[config.mk]
export PLATFORM = sky130hd
export DESIGN_NAME = line_follower_steering_controller
export DESIGN_NICKNAME = d
export VERILOG_FILES = /design/src/rtl/lfsc_pkg.sv /design/src/rtl/line_follower_steering_controller.sv /design/src/rtl/lfsc_lane.sv /design/src/rtl/lfsc_merge.sv
export SDC_FILE = /design/constraint.sdc
export NUM_CORES = 1
export LEC_CHECK = 0
export ABC_AREA = 1
export BUFFER_PORTS_ARGS = -buffer_cell sky130_fd_sc_hd__buf_4
export CORE_AREA = 3 3 164 166
export DETAILED_ROUTE_END_ITERATION = 8
export DIE_AREA = 0 0 167 169
export PLACE_DENSITY = 0.65
export SLEW_MARGIN = 5
export SYNTH_ARGS = -nofsm -noshare
export SYNTH_HDL_FRONTEND = slang
export SYNTH_SLANG_ARGS = --single-unit
export TNS_END_PERCENT = 50
[constraint.sdc]
create_clock -name aclk -period 4.29 [get_ports aclk]
set_input_delay 0.429 -clock aclk [delete_from_list [all_inputs] [get_ports aclk]]
set_output_delay 0.429 -clock aclk [all_outputs]
set_load 0.1 [all_outputs]
[src/rtl/lfsc_pkg.sv]
package lfsc_pkg;

    localparam int SENSOR_W  = 10;
    localparam int ECHO_W    = 15;
    localparam int CMD_W     = 8;
    localparam int SPEED_W   = 8;
    localparam int HOLD_W    = 12;
    localparam int MODE_W    = 2;
    localparam int DEV_W     = 2;
    localparam int CFG_IDX_W = 3;
    localparam int CFG_DAT_W = 10;
    localparam int NUM_LANES = 5;
    localparam int DIST_W    = 16;

    // register indexes
    localparam logic [CFG_IDX_W-1:0] REG_LINE_THRESHOLD = 3'd0;
    localparam logic [CFG_IDX_W-1:0] REG_CRUISE_LVL     = 3'd1;
    localparam logic [CFG_IDX_W-1:0] REG_PIVOT_LVL      = 3'd2;
    localparam logic [CFG_IDX_W-1:0] REG_PROXIMITY_CM   = 3'd3;
    localparam logic [CFG_IDX_W-1:0] REG_MIN_DIST_CM    = 3'd4;
    localparam logic [CFG_IDX_W-1:0] REG_CREEP_SPEED    = 3'd5;

    localparam logic [SENSOR_W-1:0] RST_LINE_THRESHOLD = 10'd750;
    localparam logic [SPEED_W-1:0]  RST_CRUISE_LVL     = 8'd130;
    localparam logic [SPEED_W-1:0]  RST_PIVOT_LVL      = 8'd210;
    localparam logic [SENSOR_W-1:0] RST_PROXIMITY_CM   = 10'd30;
    localparam logic [SENSOR_W-1:0] RST_MIN_DIST_CM    = 10'd10;
    localparam logic [SPEED_W-1:0]  RST_CREEP_SPEED    = 8'd130;

    // modes
    localparam logic [MODE_W-1:0] MODE_FOLLOW   = 2'd0;
    localparam logic [MODE_W-1:0] MODE_OBSTACLE = 2'd1;
    localparam logic [MODE_W-1:0] MODE_STOP     = 2'd2;

    // last deviation side
    localparam logic [DEV_W-1:0] DEV_RIGHT = 2'd0;
    localparam logic [DEV_W-1:0] DEV_LEFT  = 2'd1;
    localparam logic [DEV_W-1:0] DEV_NONE  = 2'd2;

    // commands
    localparam logic [CMD_W-1:0] CMD_NONE    = 8'd0;
    localparam logic [CMD_W-1:0] CMD_FOLLOW  = 8'd1;
    localparam logic [CMD_W-1:0] CMD_STOP    = 8'd2;
    localparam logic [CMD_W-1:0] CMD_FORWARD = 8'd3;
    localparam logic [CMD_W-1:0] CMD_REVERSE = 8'd4;

    localparam logic [HOLD_W-1:0] HOLD_FOLLOW     = 12'd20;
    localparam logic [HOLD_W-1:0] HOLD_BYPASS     = 12'd2000;
    localparam logic [HOLD_W-1:0] HOLD_BYPASS_END = 12'd3000;
    localparam logic [HOLD_W-1:0] HOLD_STOP       = 12'd1000;

    localparam logic [DIST_W-1:0] ECHO_US_PER_CM = 16'd50;
    localparam logic [SENSOR_W-1:0] NO_ECHO_CM   = 10'd100;

    localparam logic [SPEED_W-1:0] OFS_CENTER    = 8'd30;
    localparam logic [SPEED_W-1:0] OFS_SLOW_SIDE = 8'd80;
    localparam logic [SPEED_W-1:0] OFS_LEFT_FAST = 8'd40;
    localparam logic [SPEED_W-1:0] OFS_RIGHT_FAST = 8'd20;
    localparam logic [SPEED_W-1:0] OFS_PIVOT_IN  = 8'd5;
    localparam logic [SPEED_W-1:0] OFS_PIVOT_OUT = 8'd10;

    localparam int LANE_LO = 0;
    localparam int LANE_LI = 1;
    localparam int LANE_MI = 2;
    localparam int LANE_RI = 3;
    localparam int LANE_RO = 4;

    typedef struct packed {
        logic [NUM_LANES-1:0] on_line;
        logic                 obstacle;
        logic [CMD_W-1:0]     cmd;
    } pass_t;

    typedef struct packed {
        logic               left_forward;
        logic [SPEED_W-1:0] left_speed;
        logic               right_forward;
        logic [SPEED_W-1:0] right_speed;
        logic [HOLD_W-1:0]  hold_ms;
        logic [MODE_W-1:0]  mode_now;
        logic               last_of_run;
    } result_t;

    function automatic logic [SPEED_W-1:0] sat_sub(input logic [SPEED_W-1:0] v,
                                                   input logic [SPEED_W-1:0] k);
        logic [SPEED_W-1:0] r;
        r = (v < k) ? '0 : v - k;
        return r;
    endfunction

    function automatic logic [SPEED_W-1:0] sat_add(input logic [SPEED_W-1:0] v,
                                                   input logic [SPEED_W-1:0] k);
        logic [SPEED_W:0] s;
        s = {1'b0, v} + {1'b0, k};
        return s[SPEED_W] ? '1 : s[SPEED_W-1:0];
    endfunction

endpackage

[src/rtl/line_follower_steering_controller.sv]
// Channel   Direction  Handshake           Beat contents
// s_*       in         s_valid / s_ready   five sensor readings, echo width, command
// m_*       out        m_valid / m_ready   wheel directions and levels, hold, mode, last
// cfg_*     in         cfg_we              register index and write data
//
// A pass is registered in the sensor lanes, then the merge sequencer emits its
// results: 1 per pass in follow and stop mode, 4 for an obstacle bypass, so one
// pass per cycle sustained outside of bypasses while m_ready stays high.
// Reset (aresetn low at a clock edge) clears control state and restores the
// register defaults. A stall on m_ready holds the result; the lanes take one
// further beat while a result waits, then s_ready drops until m_ready returns.
module line_follower_steering_controller (
    input  logic                           aclk,
    input  logic                           aresetn,
    input  logic                           cfg_we,
    input  logic [lfsc_pkg::CFG_IDX_W-1:0] cfg_index,
    input  logic [lfsc_pkg::CFG_DAT_W-1:0] cfg_wdata,
    input  logic                           s_valid,
    output logic                           s_ready,
    input  logic [lfsc_pkg::SENSOR_W-1:0]  s_sensor_left_outer,
    input  logic [lfsc_pkg::SENSOR_W-1:0]  s_sensor_left_inner,
    input  logic [lfsc_pkg::SENSOR_W-1:0]  s_sensor_middle,
    input  logic [lfsc_pkg::SENSOR_W-1:0]  s_sensor_right_inner,
    input  logic [lfsc_pkg::SENSOR_W-1:0]  s_sensor_right_outer,
    input  logic [lfsc_pkg::ECHO_W-1:0]    s_echo_low_us,
    input  logic [lfsc_pkg::CMD_W-1:0]     s_command_in,
    output logic                           m_valid,
    input  logic                           m_ready,
    output logic                           m_left_forward,
    output logic [lfsc_pkg::SPEED_W-1:0]   m_left_speed,
    output logic                           m_right_forward,
    output logic [lfsc_pkg::SPEED_W-1:0]   m_right_speed,
    output logic [lfsc_pkg::HOLD_W-1:0]    m_hold_ms,
    output logic [lfsc_pkg::MODE_W-1:0]    m_mode_now,
    output logic                           m_last_of_run
);
    import lfsc_pkg::*;

    logic [SENSOR_W-1:0] line_threshold_reg;
    logic [SPEED_W-1:0]  cruise_lvl_reg;
    logic [SPEED_W-1:0]  pivot_lvl_reg;
    logic [SENSOR_W-1:0] proximity_reg;
    logic [SENSOR_W-1:0] min_dist_reg;
    logic [SPEED_W-1:0]  creep_speed_reg;

    logic                pass_valid_reg, pass_valid_next;
    logic                obstacle_reg, obstacle_next;
    logic [CMD_W-1:0]    cmd_reg, cmd_next;
    logic                pass_done;
    logic                in_load;
    logic                obstacle;
    logic [DIST_W-1:0]   echo_ext;
    logic [DIST_W-1:0]   near_bound;
    logic [DIST_W-1:0]   far_bound;
    logic [NUM_LANES-1:0] on_line;
    logic [SENSOR_W-1:0] readings [NUM_LANES];
    pass_t               pass;
    result_t             result;

    always_ff @(posedge aclk) begin
        if (!aresetn) begin
            line_threshold_reg <= RST_LINE_THRESHOLD;
            cruise_lvl_reg     <= RST_CRUISE_LVL;
            pivot_lvl_reg      <= RST_PIVOT_LVL;
            proximity_reg      <= RST_PROXIMITY_CM;
            min_dist_reg       <= RST_MIN_DIST_CM;
            creep_speed_reg    <= RST_CREEP_SPEED;
        end else if (cfg_we) begin
            case (cfg_index)
                REG_LINE_THRESHOLD: line_threshold_reg <= cfg_wdata;
                REG_CRUISE_LVL:     cruise_lvl_reg     <= cfg_wdata[SPEED_W-1:0];
                REG_PIVOT_LVL:      pivot_lvl_reg      <= cfg_wdata[SPEED_W-1:0];
                REG_PROXIMITY_CM:   proximity_reg      <= cfg_wdata;
                REG_MIN_DIST_CM:    min_dist_reg       <= cfg_wdata;
                REG_CREEP_SPEED:    creep_speed_reg    <= cfg_wdata[SPEED_W-1:0];
                default: begin
                end
            endcase
        end
    end

    assign s_ready = !pass_valid_reg || pass_done;
    assign in_load = s_valid && s_ready;

    // dist = echo / 50, compared without dividing:
    // dist > min  <=> echo >= 50 * (min + 1);  dist < prox <=> echo < 50 * prox
    assign echo_ext   = {{(DIST_W-ECHO_W){1'b0}}, s_echo_low_us};
    assign far_bound  = ECHO_US_PER_CM * ({{(DIST_W-SENSOR_W){1'b0}}, min_dist_reg}
                                          + DIST_W'(1));
    assign near_bound = ECHO_US_PER_CM * {{(DIST_W-SENSOR_W){1'b0}}, proximity_reg};

    always_comb begin
        if (s_echo_low_us == '0) begin
            obstacle = (NO_ECHO_CM > min_dist_reg) && (NO_ECHO_CM < proximity_reg);
        end else begin
            obstacle = (echo_ext >= far_bound) && (echo_ext < near_bound);
        end
    end

    assign readings[LANE_LO] = s_sensor_left_outer;
    assign readings[LANE_LI] = s_sensor_left_inner;
    assign readings[LANE_MI] = s_sensor_middle;
    assign readings[LANE_RI] = s_sensor_right_inner;
    assign readings[LANE_RO] = s_sensor_right_outer;

    for (genvar g = 0; g < NUM_LANES; g++) begin : g_lane
        lfsc_lane u_lane (
            .aclk      (aclk),
            .load      (in_load),
            .reading   (readings[g]),
            .threshold (line_threshold_reg),
            .on_line   (on_line[g])
        );
    end

    assign pass_valid_next = in_load ? 1'b1 : (pass_done ? 1'b0 : pass_valid_reg);
    assign obstacle_next   = in_load ? obstacle : obstacle_reg;
    assign cmd_next        = in_load ? s_command_in : cmd_reg;

    always_ff @(posedge aclk) begin
        if (!aresetn) begin
            pass_valid_reg <= 1'b0;
        end else begin
            pass_valid_reg <= pass_valid_next;
        end
    end

    always_ff @(posedge aclk) begin
        obstacle_reg <= obstacle_next;
        cmd_reg      <= cmd_next;
    end

    assign pass.on_line  = on_line;
    assign pass.obstacle = obstacle_reg;
    assign pass.cmd      = cmd_reg;

    lfsc_merge u_merge (
        .aclk        (aclk),
        .aresetn     (aresetn),
        .pass_valid  (pass_valid_reg),
        .pass        (pass),
        .pass_done   (pass_done),
        .cruise_lvl  (cruise_lvl_reg),
        .pivot_lvl   (pivot_lvl_reg),
        .creep_speed (creep_speed_reg),
        .m_valid     (m_valid),
        .m_ready     (m_ready),
        .result      (result)
    );

    assign m_left_forward  = result.left_forward;
    assign m_left_speed    = result.left_speed;
    assign m_right_forward = result.right_forward;
    assign m_right_speed   = result.right_speed;
    assign m_hold_ms       = result.hold_ms;
    assign m_mode_now      = result.mode_now;
    assign m_last_of_run   = result.last_of_run;

endmodule

[src/rtl/lfsc_lane.sv]
module lfsc_lane (
    input  logic                          aclk,
    input  logic                          load,
    input  logic [lfsc_pkg::SENSOR_W-1:0] reading,
    input  logic [lfsc_pkg::SENSOR_W-1:0] threshold,
    output logic                          on_line
);
    import lfsc_pkg::*;

    logic on_line_reg;
    logic on_line_next;

    assign on_line_next = load ? (reading > threshold) : on_line_reg;

    always_ff @(posedge aclk) begin
        on_line_reg <= on_line_next;
    end

    assign on_line = on_line_reg;

endmodule

[src/rtl/lfsc_merge.sv]
module lfsc_merge (
    input  logic                         aclk,
    input  logic                         aresetn,
    input  logic                         pass_valid,
    input  lfsc_pkg::pass_t              pass,
    output logic                         pass_done,
    input  logic [lfsc_pkg::SPEED_W-1:0] cruise_lvl,
    input  logic [lfsc_pkg::SPEED_W-1:0] pivot_lvl,
    input  logic [lfsc_pkg::SPEED_W-1:0] creep_speed,
    output logic                         m_valid,
    input  logic                         m_ready,
    output lfsc_pkg::result_t            result
);
    import lfsc_pkg::*;

    logic [MODE_W-1:0] mode_reg, mode_next;
    logic [DEV_W-1:0]  dev_reg, dev_next;
    logic              rev_reg, rev_next;
    logic [CMD_W-1:0]  cur_cmd_reg, cur_cmd_next;
    logic [CMD_W-1:0]  app_cmd_reg, app_cmd_next;
    logic              ldir_reg, ldir_next;
    logic              rdir_reg, rdir_next;
    logic [1:0]        step_reg, step_next;
    logic              m_valid_reg, m_valid_next;
    result_t           result_reg, result_next;

    logic              out_load;
    logic              upd_dir;
    logic              ld_req, rd_req;
    logic [SPEED_W-1:0] ls, rs;
    logic [HOLD_W-1:0] hold;
    logic              last;
    logic [MODE_W-1:0] mode_act;
    logic [DEV_W-1:0]  dev_act;
    logic [CMD_W-1:0]  cmd_eff;
    logic              sl, sm, sr, slo, sro;

    assign out_load  = pass_valid && (!m_valid_reg || m_ready);
    assign pass_done = out_load && last;

    assign slo = pass.on_line[LANE_LO];
    assign sl  = pass.on_line[LANE_LI];
    assign sm  = pass.on_line[LANE_MI];
    assign sr  = pass.on_line[LANE_RI];
    assign sro = pass.on_line[LANE_RO];

    // one result of the pass per cycle while the output is not stalled
    always_comb begin
        upd_dir  = 1'b0;
        ld_req   = 1'b1;
        rd_req   = 1'b1;
        ls       = '0;
        rs       = '0;
        hold     = HOLD_FOLLOW;
        last     = 1'b1;
        mode_act = mode_reg;
        dev_act  = dev_reg;
        case (mode_reg)
            MODE_FOLLOW: begin
                if (pass.obstacle) begin
                    mode_act = MODE_OBSTACLE;
                end else begin
                    upd_dir = 1'b1;
                    if ((sl && sm) || (sm && sr)) begin
                        ls = sat_sub(cruise_lvl, OFS_CENTER);
                        rs = sat_sub(cruise_lvl, OFS_CENTER);
                    end else if (sl) begin
                        ls      = sat_sub(cruise_lvl, OFS_SLOW_SIDE);
                        rs      = sat_add(cruise_lvl, OFS_LEFT_FAST);
                        dev_act = DEV_NONE;
                    end else if (sr) begin
                        ls      = sat_add(cruise_lvl, OFS_RIGHT_FAST);
                        rs      = sat_sub(cruise_lvl, OFS_SLOW_SIDE);
                        dev_act = DEV_NONE;
                    end else if (slo || dev_reg == DEV_LEFT) begin
                        ld_req  = 1'b0;
                        ls      = pivot_lvl;
                        rs      = pivot_lvl;
                        dev_act = DEV_LEFT;
                    end else if (sro || dev_reg == DEV_RIGHT) begin
                        rd_req  = 1'b0;
                        ls      = pivot_lvl;
                        rs      = pivot_lvl;
                        dev_act = DEV_RIGHT;
                    end else begin
                        ls = creep_speed;
                        rs = creep_speed;
                    end
                end
            end
            MODE_OBSTACLE: begin
                hold    = HOLD_BYPASS;
                last    = 1'b0;
                dev_act = DEV_NONE;
                case (step_reg)
                    2'd0: begin
                    end
                    2'd1: begin
                        upd_dir = 1'b1;
                        ld_req  = 1'b0;
                        ls      = sat_sub(pivot_lvl, OFS_PIVOT_IN);
                        rs      = sat_sub(pivot_lvl, OFS_PIVOT_IN);
                    end
                    2'd2: begin
                        upd_dir = 1'b1;
                        ls      = creep_speed;
                        rs      = creep_speed;
                    end
                    default: begin
                        upd_dir  = 1'b1;
                        rd_req   = 1'b0;
                        ls       = sat_add(pivot_lvl, OFS_PIVOT_OUT);
                        rs       = sat_add(pivot_lvl, OFS_PIVOT_OUT);
                        hold     = HOLD_BYPASS_END;
                        last     = 1'b1;
                        mode_act = MODE_FOLLOW;
                    end
                endcase
            end
            default: begin
                hold = HOLD_STOP;
            end
        endcase
    end

    assign ldir_next = (out_load && upd_dir) ? (ld_req ^ rev_reg) : ldir_reg;
    assign rdir_next = (out_load && upd_dir) ? (rd_req ^ rev_reg) : rdir_reg;

    // apply the command after the mode action
    assign cmd_eff = (pass.cmd != CMD_NONE) ? pass.cmd : cur_cmd_reg;

    always_comb begin
        mode_next    = mode_reg;
        dev_next     = dev_reg;
        rev_next     = rev_reg;
        cur_cmd_next = cur_cmd_reg;
        app_cmd_next = app_cmd_reg;
        if (pass_done) begin
            mode_next    = mode_act;
            dev_next     = dev_act;
            cur_cmd_next = cmd_eff;
            app_cmd_next = cmd_eff;
            if (cmd_eff != app_cmd_reg) begin
                case (cmd_eff)
                    CMD_FOLLOW:  mode_next = MODE_FOLLOW;
                    CMD_STOP:    mode_next = MODE_STOP;
                    CMD_FORWARD: rev_next  = 1'b0;
                    CMD_REVERSE: rev_next  = 1'b1;
                    default: begin
                    end
                endcase
            end
        end
    end

    always_comb begin
        step_next = step_reg;
        if (out_load) begin
            step_next = last ? 2'd0 : step_reg + 2'd1;
        end
    end

    always_comb begin
        result_next = result_reg;
        if (out_load) begin
            result_next.left_forward  = ldir_next;
            result_next.left_speed    = ls;
            result_next.right_forward = rdir_next;
            result_next.right_speed   = rs;
            result_next.hold_ms       = hold;
            result_next.mode_now      = mode_reg;
            result_next.last_of_run   = last;
        end
    end

    assign m_valid_next = out_load ? 1'b1 : (m_ready ? 1'b0 : m_valid_reg);

    always_ff @(posedge aclk) begin
        if (!aresetn) begin
            mode_reg    <= MODE_FOLLOW;
            dev_reg     <= DEV_NONE;
            rev_reg     <= 1'b0;
            cur_cmd_reg <= CMD_FOLLOW;
            app_cmd_reg <= CMD_FOLLOW;
            ldir_reg    <= 1'b0;
            rdir_reg    <= 1'b0;
            step_reg    <= 2'd0;
            m_valid_reg <= 1'b0;
        end else begin
            mode_reg    <= mode_next;
            dev_reg     <= dev_next;
            rev_reg     <= rev_next;
            cur_cmd_reg <= cur_cmd_next;
            app_cmd_reg <= app_cmd_next;
            ldir_reg    <= ldir_next;
            rdir_reg    <= rdir_next;
            step_reg    <= step_next;
            m_valid_reg <= m_valid_next;
        end
    end

    always_ff @(posedge aclk) begin
        result_reg <= result_next;
    end

    assign m_valid = m_valid_reg;
    assign result  = result_reg;

    a_step_needs_pass: assert property (@(posedge aclk) disable iff (!aresetn)
        step_reg != 2'd0 |-> pass_valid && mode_reg == MODE_OBSTACLE)
        else $error("bypass step advanced without a held obstacle pass");

    a_bypass_end_hold: assert property (@(posedge aclk) disable iff (!aresetn)
        m_valid_reg && result_reg.last_of_run && result_reg.mode_now == MODE_OBSTACLE
        |-> result_reg.hold_ms == HOLD_BYPASS_END)
        else $error("bypass ended on the wrong leg");

    a_done_resets_step: assert property (@(posedge aclk) disable iff (!aresetn)
        pass_done |=> step_reg == 2'd0)
        else $error("step counter not cleared after a pass");

    a_applied_tracks: assert property (@(posedge aclk) disable iff (!aresetn)
        pass_done |=> app_cmd_reg == cur_cmd_reg)
        else $error("command not applied at the end of a pass");

endmodule

**After elaboration in Yosys (flattened, before gate mapping)**

Cells that the tools add are included.

- Bits in registers: 120
- Bits in latches: 0
- Bits in writable memories: 0
- Memory bits (read-only): 0
- Output and inout bits: 35
- Logic and storage cells: 167
- Memories kept: 0

- Add/subtract/negate cells: 8
- $mul: 2
- Div/mod/pow operators: 0
- Magnitude comparators: 12
- Equal/unequal tests: 17
- Shift-type cells: 0
- Muxes and demuxes: 63
- Bitwise gates (word level): 2
- Reduce and logical (&&, ||, !) cells: 34

Operators by type and width:

| cell | count |
|---|---|
| 2-to-1 mux 8 bit | 17 |
| > comparator 10 bit | 5 |
| case mux 8 bit (2 select lines) | 2 |
| 2-to-1 mux 1 bit | 24 |
| case mux 12 bit (2 select lines) | 1 |
| case mux 8 bit (3 select lines) | 1 |
| 2-to-1 mux 2 bit | 10 |
| equality test 8 x 2 -> 1 bit (second input constant) | 2 |
| greater-or-equal comparator 15 x 16 -> 1 bit | 1 |
| less-than comparator 15 x 16 -> 1 bit | 1 |
| zero test 15 bit | 1 |
| multiplier 5 x 10 -> 15 bit (first input constant) | 1 |
| multiplier 5 x 11 -> 15 bit (first input constant) | 1 |
| 2-to-1 mux 12 bit | 1 |
| case mux 2 bit (2 select lines) | 3 |
| AND reduction 2 bit | 6 |
| adder 10 x 1 -> 11 bit (second input constant) | 1 |
| > comparator 7 x 10 -> 1 bit (first input constant) | 1 |
| less-than comparator 7 x 10 -> 1 bit (first input constant) | 1 |
| adder 8 x 4 -> 9 bit (second input constant) | 1 |
| adder 8 x 5 -> 9 bit (second input constant) | 1 |
| adder 8 x 6 -> 9 bit (second input constant) | 1 |
| equality test 8 x 1 -> 1 bit (second input constant) | 1 |
| equality test 8 x 3 -> 1 bit (second input constant) | 1 |
| 27 further kinds | 53 |

**Depth between registers and ports, before layout**

Gate-level depths: netlist (run 1).

- Word-level depth: 11
- Depth in mapped cells: 24

**Cells and area by module**

From an unflattened synthesis (run 1), not the netlist that was laid out.

- Cell total of the unflattened synthesis: 1427
- Area, all modules: 10506.3 um^2

Modules (own cells, without submodules):

| module | times used | cells an instance | area an instance (um^2) | sequential area each (um^2) |
|---|---|---|---|---|
| line_follower_steering_controller | 1 | 650 | 5170.0 | 1371.3 |
| lfsc_merge | 1 | 507 | 3647.2 | 1201.2 |
| lfsc_lane | 5 | 54 | 337.8 | 30.0 |

**Worst setup path after synthesis (run 1)**

OpenSTA, ideal clock, no wires.

- Path kind: register to register
- Start: register min_dist_reg[0]
- End: register obstacle_reg, data pin
- Library setup time: 0.257 ns
- Data arrival time: 4.037 ns
- Path slack: -0.004 ns
- Cell stages (with the launch flop): 23
- Buffers on the path: 0
- Clock period less this slack: 4.294 ns
- Path through: dfxtp_1 ha_1 nand3_1 nor3_1 nor2_1 ha_1 ha_1 inv_1 fa_1 inv_1 ha_1 a21oi_1 o21ai_0 a21oi_1 nor2_1 nor2_1 xor2_1 ha_1 a21o_1 a21oi_1 nand2_1 nand2_1 nand2_1

- Word-level cells in the longest chain between the ends: 5

RTL lines:

| element | line | RTL |
|---|---|---|
| start, declared | line_follower_steering_controller.sv:43 | `logic [SENSOR_W-1:0] min_dist_reg;` |
| start signal, assigned | line_follower_steering_controller.sv:74 | `REG_MIN_DIST_CM: min_dist_reg <= cfg_wdata;` |
| adder 10 x 1 -> 11 bit | line_follower_steering_controller.sv:89 | `+ DIST_W'(1));` |
| multiplier 5 x 11 -> 15 bit | line_follower_steering_controller.sv:88 | `assign far_bound = ECHO_US_PER_CM * ({{(DIST_W-SENSOR_W){1'b0}}, min_dist_reg}` |
| greater-or-equal comparator 15 x 16 -> 1 bit | line_follower_steering_controller.sv:96 | `obstacle = (echo_ext >= far_bound) && (echo_ext < near_bound);` |
| logical AND 1 bit | line_follower_steering_controller.sv:96 |  |
| 2-to-1 mux 1 bit * | line_follower_steering_controller.sv:93 | `if (s_echo_low_us == '0) begin` |
| named net obstacle | line_follower_steering_controller.sv:51 | `logic obstacle;` |
| end signal, assigned | line_follower_steering_controller.sv:129 | `obstacle_reg <= obstacle_next;` |
| end, declared | line_follower_steering_controller.sv:47 | `logic obstacle_reg, obstacle_next;` |

Mark *: on every way through the listed nets, which the timed path passes. The rest lies on a longest branch.
A chain may end at the register's enable or synchronous reset.

**Worst setup path after layout (run 1)**

- Start: register min_dist_reg[1]
- End: register obstacle_reg, data pin

Same word-level chain as after synthesis.

==> flow_summary.yaml, run 1 <==
status:
  status: "finished clean"
setup_path:
  cp_num_buf_inv: 4
  path_cells: "ha_4, nand3_4, buf_6, xor2_1, ha_1, ha_1, inv_1, fa_1, inv_1, ha_4, inv_2, o31ai_2, xor2_1, ha_1, a21oi_2, nor3_1, a211oi_1, nand2_1, nand2_1, nand2_1, nand2_1, nand2_1"
  r2r_end: "obstacle_reg$_DFFE_PP_"
  cp_common_cell: "nand2_1"
  startpoint_type: "flip-flop"
  critPathKind: "reg -> reg"
  path_depth: 22
  r2r-start: "min_dist_reg[1]$_SDFFE_PN1P_"
  max_stage_delay_ns: 0.52
  reg2reg_depth: 22
  critPathLaunch: "min_dist_reg[1]$_SDFFE_PN1P_"
  rrSetupSlack_ns: 0.16
  path_max_fanout: 3
  critical_path.top_delay_family: "adder cells"
  worstPathArrival_ns: 4.30
  crit_required_ns: 4.46
  slowest_stage: "fa_1"
  end_kind: "flip-flop"
  crit_end: "obstacle_reg$_DFFE_PP_"
yosys:
  synth.largest_area_cell: "ha_1"
  avgSynthCellArea_um2: 7.54
  synth-warning-count: 0
  synth_cell_types: 45
  syn-instance-count: 1310
  yosysSeqAreaShare_pct: 27.6
  synthArstFlopShare_pct: 0
  synthFlopType: "dfxtp_1"
  ys_ff_latch: 115
  synthMostInstantiatedCell: "nand2_1"
  syn_area_um2: 9870
  synth_top_cells_by_count: "238 x nand2_1, 187 x inv_1, 172 x ha_1"
  synth.area.top_cells: "ha_1 22%, dfxtp_1 15%, edfxtp_1 13%"
  synth_edf_count: 42
  synth_top_cell_area_share_pct: 21.8
grt:
  grt_overflow: 0
  grt_max_degree: 56
  grt_pass1_vias: 8710
  grt_antenna_before_repair: 0
  grtUsageTotal_pct: 18.6
  grt_pass1_wl_um: 43100
cts:
  numCtsBuffers: 17
  clk_latency_ns: 0.42
  clockBufferDepth: 2
  cts_hold_buf: 0
  cts_sinks: 115
  clk_pin_slew_ns: 0.06
  cts_root_buffer: "clkbuf_16"
  cts_tree: "yes"
  htree_levels: 4
sta:
  setup_viol: 0
  setup_slack_ns: 0.161
  slew_violations: 0
  min_period_over_period_pct: 96.2
  tightest_slew_ns: 0.948
  fin_crit_ns: 4.13
  max_freq_ghz: 0.242
  relSlewSlack_pct: 36.6
  hold_viol: 0
  finClkSkew_ns: 0.00855
routing:
  wl_per_cell_um: 14.9
  drt_pass1_iterations: 5
  vias_per_cell: 5.10
  finalWirelength_um: 26800
  vias: 9146
  drt_iter0_drc: 650
  detail-route-antenna-nets: 0
  drc: 0
floorplan:
  core_area_um2: 25800
  die_h_um: 169
  rows: 59
  die_w_um: 167
  io_pins: 126
  dieArea_um2: 28200
  initial_core_util_pct: 38.3
placed_design:
  place_area_um2: 11200
  port_buffers: 123
  place_hpwl_um: 20800
  place_ws_ns: -0.0727
  gp_congestion: 0.891
job:
  maxCapViolCount: 0
final_layout:
  area_growth_pct: 23.0
  final_design_area_no_fill_um2: 12100
  drive_above_1_share_pct: 17.0
  largest_register_ff_count: 28
  multi_input_area_um2: 6530
  regArea_um2: 2740
  nets: 1720
  diodes: 0
  fillers: 2525
power_and_ir_drop:
  vdd_drop_max_v: 0.000262
  p_per_area_nw_per_um2: 316
  p_leak_nw: 6.05
  fin_total_pwr_w: 0.00383
min_path:
  hp-class: "in -> reg"
[worst register-to-register path, delay by kind of cell, from the launching register on]
| kind | cells | cell delay [ns] |
|---|---|---|
| adders and majority gates | 6 | 1.80 |
| AOI/OAI and AO/OA | 3 | 0.57 |
| and+or+nand+nor | 7 | 0.45 |
| DFF | 1 | 0.38 |
| xor gates and xnor gates | 2 | 0.35 |
| buffers and inverters | 4 | 0.33 |
[worst min-delay path by stage]
stage,startpoint,endpoint,cells past startpoint
after floorplan,creep_speed_reg[1]$_SDFFE_PN1P_,creep_speed_reg[1]$_SDFFE_PN1P_,2
final,s_command_in[2],cmd_reg[2]$_DFFE_PP_,1
after CTS,s_command_in[2],cmd_reg[2]$_DFFE_PP_,1
after global placement,u_merge.m_valid$_SDFFE_PN0P_,u_merge.m_valid$_SDFFE_PN0P_,2
after detailed placement,u_merge.mode_reg[0]$_SDFFE_PN0P_,u_merge.result[1]$_DFFE_PP_,0
after global routing,s_command_in[5],cmd_reg[5]$_DFFE_PP_,1
[cells in the final DEF (no fill, tap or decap), types with 7 or more instances in the layout]
master	instances
a21oi_1	117
o211ai_1	29
a31oi_1	7
a21oi_2	7
edfxtp_1	42
ha_4	8
nand3_1	67
nand2_1	235
inv_1	181
inv_2	21
dfxtp_1	69
nor2_1	89
xor2_1	35
ha_1	164
nor3_1	17
fa_1	9
nor2_2	8
o21ai_0	62
buf_4	144
clkbuf_16	17
o21ai_1	26
nand4_1	10
[layout make-up]
cell class	count	area share, %
repair buffers	146	9.09
clock buffers	20	3.60
multi-input cells	962	53.8
well taps	335	3.45
flip-flops and latches	115	22.6
inverters	205	6.37
clock inverters	12	1.14
[report_power, final]
group          leakage, nW  internal [W]  total [W]  switching [W]
sequential           0.996       0.00121    0.00126      0.0000505
clock                0.282      0.000902    0.00141       0.000503
combinational         4.77      0.000418    0.00117       0.000752
total                 6.05       0.00253    0.00383        0.00131
[cells by family (layout without fill, tap and decap cells)]
logic type	count (synthesis)	after routing	share of synthesized area (%)
compound gates	280	280	16.0
xor+xnor	44	44	3.90
fa+ha+maj	182	182	23.8
buf+inv	234	383	9.18
flops	115	115	27.6
other cells	1	2	0.0380
simple gates	454	454	19.5
[metal layers]
layer	part of all wire, %	global-route usage, %
met5	0	0
met3	5.0	3.18
met2	46	30.2
met1	46	25.1
met4	2.5	6.31
[repair_timing]
item | 4_1_cts | 5_1_grt
endpoints found under the setup margin | 1 | 1
cloned | 0 | 0
buffers inserted | 1 | 3
pin swaps | 2 | 37
resized for setup | 7 | 56
[per-stage QoR]
stage | hold slack (ns) | utilization (%) | setup TNS (ns) | instances
after floorplan | 0.451 | - | 0 | 1311
after global placement | 0.477 | 43.6 | 0 | 1760
after detailed placement | 0.483 | 43.6 | -0.0727 | 1760
after CTS | 0.168 | 46.0 | 0 | 1793
after global routing | 0.170 | 47.1 | -0.0960 | 1795
final | 0.183 | 47.1 | 0 | 1795
No activity file was read; power rests on OpenSTA's default activity.
==> inputs of run 2 (changes only) <==
--- a/config.mk
+++ b/config.mk
@@ -7,12 +7,13 @@
 export LEC_CHECK = 0
 export ABC_AREA = 1
 export BUFFER_PORTS_ARGS = -buffer_cell sky130_fd_sc_hd__buf_4
-export CORE_AREA = 3 3 164 166
+export CORE_AREA = 3 3 169 171
 export DETAILED_ROUTE_END_ITERATION = 8
-export DIE_AREA = 0 0 167 169
+export DIE_AREA = 0 0 172 174
 export PLACE_DENSITY = 0.65
 export SLEW_MARGIN = 5
 export SYNTH_ARGS = -nofsm -noshare
 export SYNTH_HDL_FRONTEND = slang
+export SYNTH_HIERARCHICAL = 1
 export SYNTH_SLANG_ARGS = --single-unit
 export TNS_END_PERCENT = 50
==> run 2 against run 1 <==
Against the previous run: the run now ends with setup timing left; cell area increased by 4.7%; critical path depth increased by 3; synthesized cell count increased by 8.9%; sequential cell count unchanged; largest cell class unchanged; largest power group unchanged; highest routed layer unchanged.
==> flow_summary.yaml, run 2 <==
placed_design:
  place_ws_ns: -0.0553
  place_hpwl_um: 21800
  place_area_um2: 11900
  gp_congestion: 0.882
  port_buffers: 123
  dp_cells: 1895
grt:
  grtUsageTotal_pct: 18.2
  grt_overflow: 0
  grt_max_degree: 61
  grt_pass1_vias: 8971
  grt_pass1_wl_um: 44200
  grt_antenna_before_repair: 0
routing:
  finalWirelength_um: 27300
  met3_length_um: 1240
  met1_length_um: 12700
  drc: 0
  wl_met2_um: 12900
  drt_pass1_iterations: 5
  topRoutingLayerUsed: "met4"
  wl_per_cell_um: 14.2
  vias: 9367
  detail-route-antenna-nets: 0
  vias_per_cell: 4.86
  drt_iter0_drc: 551
setup_path:
  cp_num_buf_inv: 6
  end_kind: "flip-flop"
  critPathKind: "reg -> reg"
  startpoint_type: "flip-flop"
  path_max_fanout: 4
  worstPathArrival_ns: 4.45
  max_stage_delay_ns: 0.50
  critical_path.top_delay_family: "adder cells"
  crit_required_ns: 4.45
  slowest_stage: "fa_1"
sta:
  hold_viol: 0
  setup_slack_ns: -0.00190
  relSlewSlack_pct: 44.6
  holdWs_ns: 0.194
  min_period_over_period_pct: 100
  max_freq_ghz: 0.233
  rsz0062_at_grt: "yes"
  slew_violations: 0
  finClkSkew_ns: 0.0103
  fin_crit_ns: 4.29
  tightest_slew_ns: 0.828
  tns_ns: -0.00190
  setup_viol: 1
yosys:
  synthMostInstantiatedCell: "nand2_1"
  ys_ff_latch: 115
  yosysSeqAreaShare_pct: 25.9
  syn_area_um2: 10500
  synthFlopType: "dfxtp_1"
  synth.area.top_cells: "ha_1 20%, dfxtp_1 14%, edfxtp_1 12%"
  synth_top_cells_by_count: "284 x nand2_1, 236 x inv_1, 171 x ha_1"
  synth.largest_area_cell: "ha_1"
  synth_edf_count: 42
  syn-instance-count: 1427
  synth_cell_types: 60
  synth-warning-count: 6
  synth_top_cell_area_share_pct: 20.4
  synthArstFlopShare_pct: 0
  avgSynthCellArea_um2: 7.36
final_layout:
  multi_input_area_um2: 6800
  nets: 1846
  fin_cells: 1928
  fillers: 2647
  area_growth_pct: 20.9
  regArea_um2: 2730
  diodes: 0
  final_common_cell: "nand2_1"
  drive_above_1_share_pct: 19.8
  largest_register_ff_count: 28
  final_design_area_no_fill_um2: 12700
  layout_common_cells: "282 x nand2_1, 231 x inv_1, 165 x ha_1"
cts:
  clockBufferDepth: 2
  cts_root_buffer: "clkbuf_16"
  numCtsBuffers: 17
  clk_latency_ns: 0.41
  cts_sinks: 115
  htree_levels: 4
  cts_tree: "yes"
  cts_hold_buf: 0
  clk_pin_slew_ns: 0.06
floorplan:
  die_h_um: 174
  core_area_um2: 27000
  dieArea_um2: 29900
  io_pins: 126
  rows: 60
  initial_core_util_pct: 38.9
  die_w_um: 172
power_and_ir_drop:
  p_per_area_nw_per_um2: 306
  vdd_drop_max_v: 0.000246
  p_leak_nw: 6.69
job:
  maxCapViolCount: 0
status:
  status: "complete, but fails checks"
  violations: "setup timing"
min_path:
  hp-class: "in -> reg"
==> run 2: changes by cell type in the layout (fill, tap and decap cells not counted), sizes merged, moves of 5 or more <==
| cell | change |
|---|---|
| o211ai | -8 |
| nand2 | +62 |
| buf | +5 |
| a31oi | -5 |
| nor2 | +38 |
| inv | +76 |
| nor3 | -8 |
| nand3 | -5 |
| a21oi | -16 |
==> run 2: cell type report <==
type	instances	area share (%)
inverters	272	8.11
repair buffers	151	8.95
multi-input cells	1017	53.5
clock inverters	14	1.12
clock buffers	18	3.46
flip-flops and latches	115	21.5
well taps	341	3.36
==> run 2: power breakdown <==
part | internal, W | switching, W
sequential | 0.00121 | 0.0000592
combinational | 0.000443 | 0.000780
clock | 0.000831 | 0.000562
==> run 2: timing repair <==
| action | in CTS | in global routing |
|---|---|---|
| hold endpoints to repair | 0 | 0 |
| buffers inserted | 0 | 1 |
| setup endpoints to repair | 1 | 1 |
| pin swaps | 0 | 32 |
| cloned | 0 | 0 |
| resized for setup | 4 | 31 |
==> run 2: through the flow <==
step | power [W] | utilization [%]
CTS | 0.00385 | 46.4
floorplan | 0.00211 | -
global route | 0.00412 | 47.0
finish | 0.00388 | 47.0
global placement | 0.00242 | 44.2
detailed placement | 0.00244 | 44.2
==> run 2: cells by family after synthesis <==
kind of cell | synth area share, %
AOI/OAI and AO/OA | 13.9
xor gates and xnor gates | 4.16
adders and majority gates | 22.3
buffers and inverters | 10.9
DFF | 25.9
other | 0.0357
and+or+nand+nor | 22.7
==> run 2: routing by layer <==
layer	vias to the layer above	GRT usage, %
li1	4930	-
met1	4220	24.5
met2	192	30.3
met3	25	2.93
met4	0	4.86
met5	-	0
==> run 2: worst register-to-register path: stages (launching register included) <==
cell and delay [ns]:
dfxtp_2 0.35, inv_2 0.05, nor3_4 0.18, inv_2 0.09, nor3_4 0.27, buf_6 0.14, xor2_2 0.13, ha_1 0.27
ha_4 0.27, inv_2 0.03, fa_1 0.50, inv_2 0.05, ha_4 0.29, nand2_4 0.06, nor3_4 0.17, a21oi_2 0.09
xor2_1 0.17, ha_1 0.34, inv_2 0.08, nor3_2 0.05, a211oi_2 0.18, nand2_1 0.07, nand2_1 0.07, nand2_1 0.04
nand2_1 0.05, nand2_1 0.05
==> run 2: path summary, 6_finish.rpt <==
check,start,to,slack [ns],cells after the start
hold / removal,s_command_in[0],cmd_reg[0]$_DFFE_PP_,0.19,1
hold reg to reg,creep_speed_reg[7]$_SDFFE_PN1P_,creep_speed_reg[7]$_SDFFE_PN1P_,0.47,2
setup / recovery,min_dist_reg[1]$_SDFFE_PN1P_,obstacle_reg$_DFFE_PP_,-0.002,25
setup reg to reg,min_dist_reg[1]$_SDFFE_PN1P_,obstacle_reg$_DFFE_PP_,-0.002,25
==> inputs of run 3 (changes only) <==
--- a/config.mk
+++ b/config.mk
@@ -7,9 +7,9 @@
 export LEC_CHECK = 0
 export ABC_AREA = 1
 export BUFFER_PORTS_ARGS = -buffer_cell sky130_fd_sc_hd__buf_4
-export CORE_AREA = 3 3 169 171
+export CORE_AREA = 2 2 153 185
 export DETAILED_ROUTE_END_ITERATION = 8
-export DIE_AREA = 0 0 172 174
+export DIE_AREA = 0 0 155 187
 export PLACE_DENSITY = 0.65
 export SLEW_MARGIN = 5
 export SYNTH_ARGS = -nofsm -noshare
==> run 3 against run 2 <==
Against the previous run: the run still ends with setup timing left; register-to-register slack barely moved; hold slack worse by 0.0075 ns; worst setup slack worse by 0.0025 ns; clock power decreased by 3%; clock skew shrank 0.00074 ns; combinational power is essentially flat; largest cell class unchanged.
==> flow_summary.yaml, run 3 (synthesis results as in run 2) <==
sta:
  setup_slack_ns: -0.00439
  fin_crit_ns: 4.29
  holdWs_ns: 0.186
  relSlewSlack_pct: 47.0
  finClkSkew_ns: 0.00960
  slew_violations: 0
  hold_viol: 0
  tightest_slew_ns: 0.795
  rsz0062_at_grt: "yes"
  min_period_over_period_pct: 100
  setup_viol: 1
  max_freq_ghz: 0.233
  tns_ns: -0.00439
cts:
  numCtsBuffers: 17
  clockBufferDepth: 2
  cts_hold_buf: 0
  cts_sinks: 115
  clk_latency_ns: 0.42
  cts_tree: "yes"
  cts_root_buffer: "clkbuf_16"
  clk_pin_slew_ns: 0.07
  htree_levels: 4
setup_path:
  critPathKind: "reg -> reg"
  r2r-start: "min_dist_reg[2]$_SDFFE_PN0P_"
  rrSetupSlack_ns: -0.004
  path_max_fanout: 3
  end_kind: "flip-flop"
  reg2reg_depth: 25
  crit_required_ns: 4.45
  worstPathArrival_ns: 4.45
  r2r_end: "obstacle_reg$_DFFE_PP_"
  crit_end: "obstacle_reg$_DFFE_PP_"
  critPathLaunch: "min_dist_reg[2]$_SDFFE_PN0P_"
  startpoint_type: "flip-flop"
routing:
  drt_iter0_drc: 414
  detail-route-antenna-nets: 0
  wl_per_cell_um: 14.0
  finalWirelength_um: 27100
  drc: 0
  vias: 9543
  drt_pass1_iterations: 5
  vias_per_cell: 4.92
floorplan:
  die_w_um: 155
  die_h_um: 187
  dieArea_um2: 29000
  core_area_um2: 27400
  initial_core_util_pct: 38.3
  rows: 67
  io_pins: 126
status:
  violations: "setup timing"
  status: "complete, but fails checks"
final_layout:
  drive_above_1_share_pct: 20.1
  fillers: 2681
  layout_common_cells: "281 x nand2_1, 233 x inv_1, 164 x ha_1"
  regArea_um2: 2730
  multi_input_area_um2: 6830
  nets: 1854
  area_growth_pct: 21.6
  finish.utilization_pct: 46.6
  final_design_area_no_fill_um2: 12800
  largest_register_ff_count: 28
  fin_cells: 1940
  diodes: 0
  final_common_cell: "nand2_1"
job:
  maxCapViolCount: 0
power_and_ir_drop:
  p_int_w: 0.00244
  p_seq_share_pct: 33.3
  p_leak_nw: 6.74
  combPwrFrac_pct: 31.3
  power.switching_w: 0.00136
  p_clk_share_pct: 35.4
  p_sw_share_pct: 35.8
  vdd_drop_max_v: 0.000275
  p_per_area_nw_per_um2: 298
placed_design:
  place_hpwl_um: 21300
  port_buffers: 123
  gp_congestion: 0.890
  dp_cells: 1896
  place_area_um2: 11900
min_path:
  hp-class: "in -> reg"
  hold_start: "s_command_in[0]"
grt:
  grt_antenna_before_repair: 0
  grt_pass1_vias: 9156
  grtUsageTotal_pct: 18.8
  grt_overflow: 0
  grt_max_degree: 61
  grt_pass1_wl_um: 44200
## run 3: cell count changes in the layout (fill, tap and decap cells not counted), sizes merged
cell      change
inv           -1
clkinvlp      -1
buf           +8
clkinv        +2
## run 3: repair_timing
action	4_1_cts	5_1_grt
pin swaps	14	27
gates resized for setup	9	29
setup endpoints to repair	1	1
setup buffers	5	7
## run 3: cell type report
type / instances / area share (%)
tap: 345 / 3.38
inverter: 272 / 8.03
timing repair buffer: 159 / 9.34
sequential: 115 / 21.4
clock inverter: 14 / 1.01
multi-input combinational: 1017 / 53.5
clock buffer: 18 / 3.36
## run 3: worst min-delay path by stage
| stage | to | slack, ns | cells past startpoint |
|---|---|---|---|
| floorplan | pivot_lvl_reg[6]$_SDFFE_PN1P_ | 0.43 | 2 |
| global placement | creep_speed_reg[7]$_SDFFE_PN1P_ | 0.44 | 2 |
| detailed placement | creep_speed_reg[7]$_SDFFE_PN1P_ | 0.45 | 2 |
| CTS | cmd_reg[6]$_DFFE_PP_ | 0.17 | 1 |
| global route | cmd_reg[6]$_DFFE_PP_ | 0.16 | 1 |
| finish | cmd_reg[0]$_DFFE_PP_ | 0.19 | 1 |
## run 3: power by group through the flow
stage / logic [W] / clock network (W) / registers (W)
2_1_floorplan: 0.000691 / 0 / 0.00142
6_report: 0.00119 / 0.00135 / 0.00127
5_1_grt: 0.00134 / 0.00143 / 0.00128
3_3_place_gp: 0.00111 / 0 / 0.00129
4_1_cts: 0.00115 / 0.00137 / 0.00127
3_5_place_dp: 0.00113 / 0 / 0.00129
## run 3: per-layer routing
| layer | share of wire (%) | track usage [%] | wire, um |
|---|---|---|---|
| met2 | 51 | 33.6 | 13700 |
| met1 | 42 | 22.4 | 11500 |
| met3 | 3.6 | 2.97 | 964 |
| met4 | 3.5 | 7.30 | 943 |
| met5 | 0 | 0 | 0 |
## run 3: stage by stage
step / total power (W) / worst slack (ns)
floorplan: 0.00211 / 0.00713
global placement: 0.00240 / -0.0197
detailed placement: 0.00242 / -0.105
CTS: 0.00379 / 0.00371
global route: 0.00405 / -0.229
finish: 0.00380 / -0.00439
## run 3: worst max-delay path, cell delays in order (launching register included)
cell      delay, ns
dfxtp_2        0.34
inv_2          0.05
nor3_4         0.22
inv_2          0.08
buf_4          0.15
nor4_4         0.20
xnor2_2        0.16
inv_1          0.08
ha_1           0.28
ha_1           0.28
inv_1          0.05
fa_1           0.51
inv_2          0.05
ha_4           0.22
nand2_2        0.07
nor2_1         0.06
a211oi_2       0.23
o21ai_1        0.09
a21oi_1        0.16
xor2_1         0.17
ha_1           0.25
and3_1         0.15
nand2_1        0.06
nand2_1        0.04
nand2_1        0.05
nand2_1        0.05
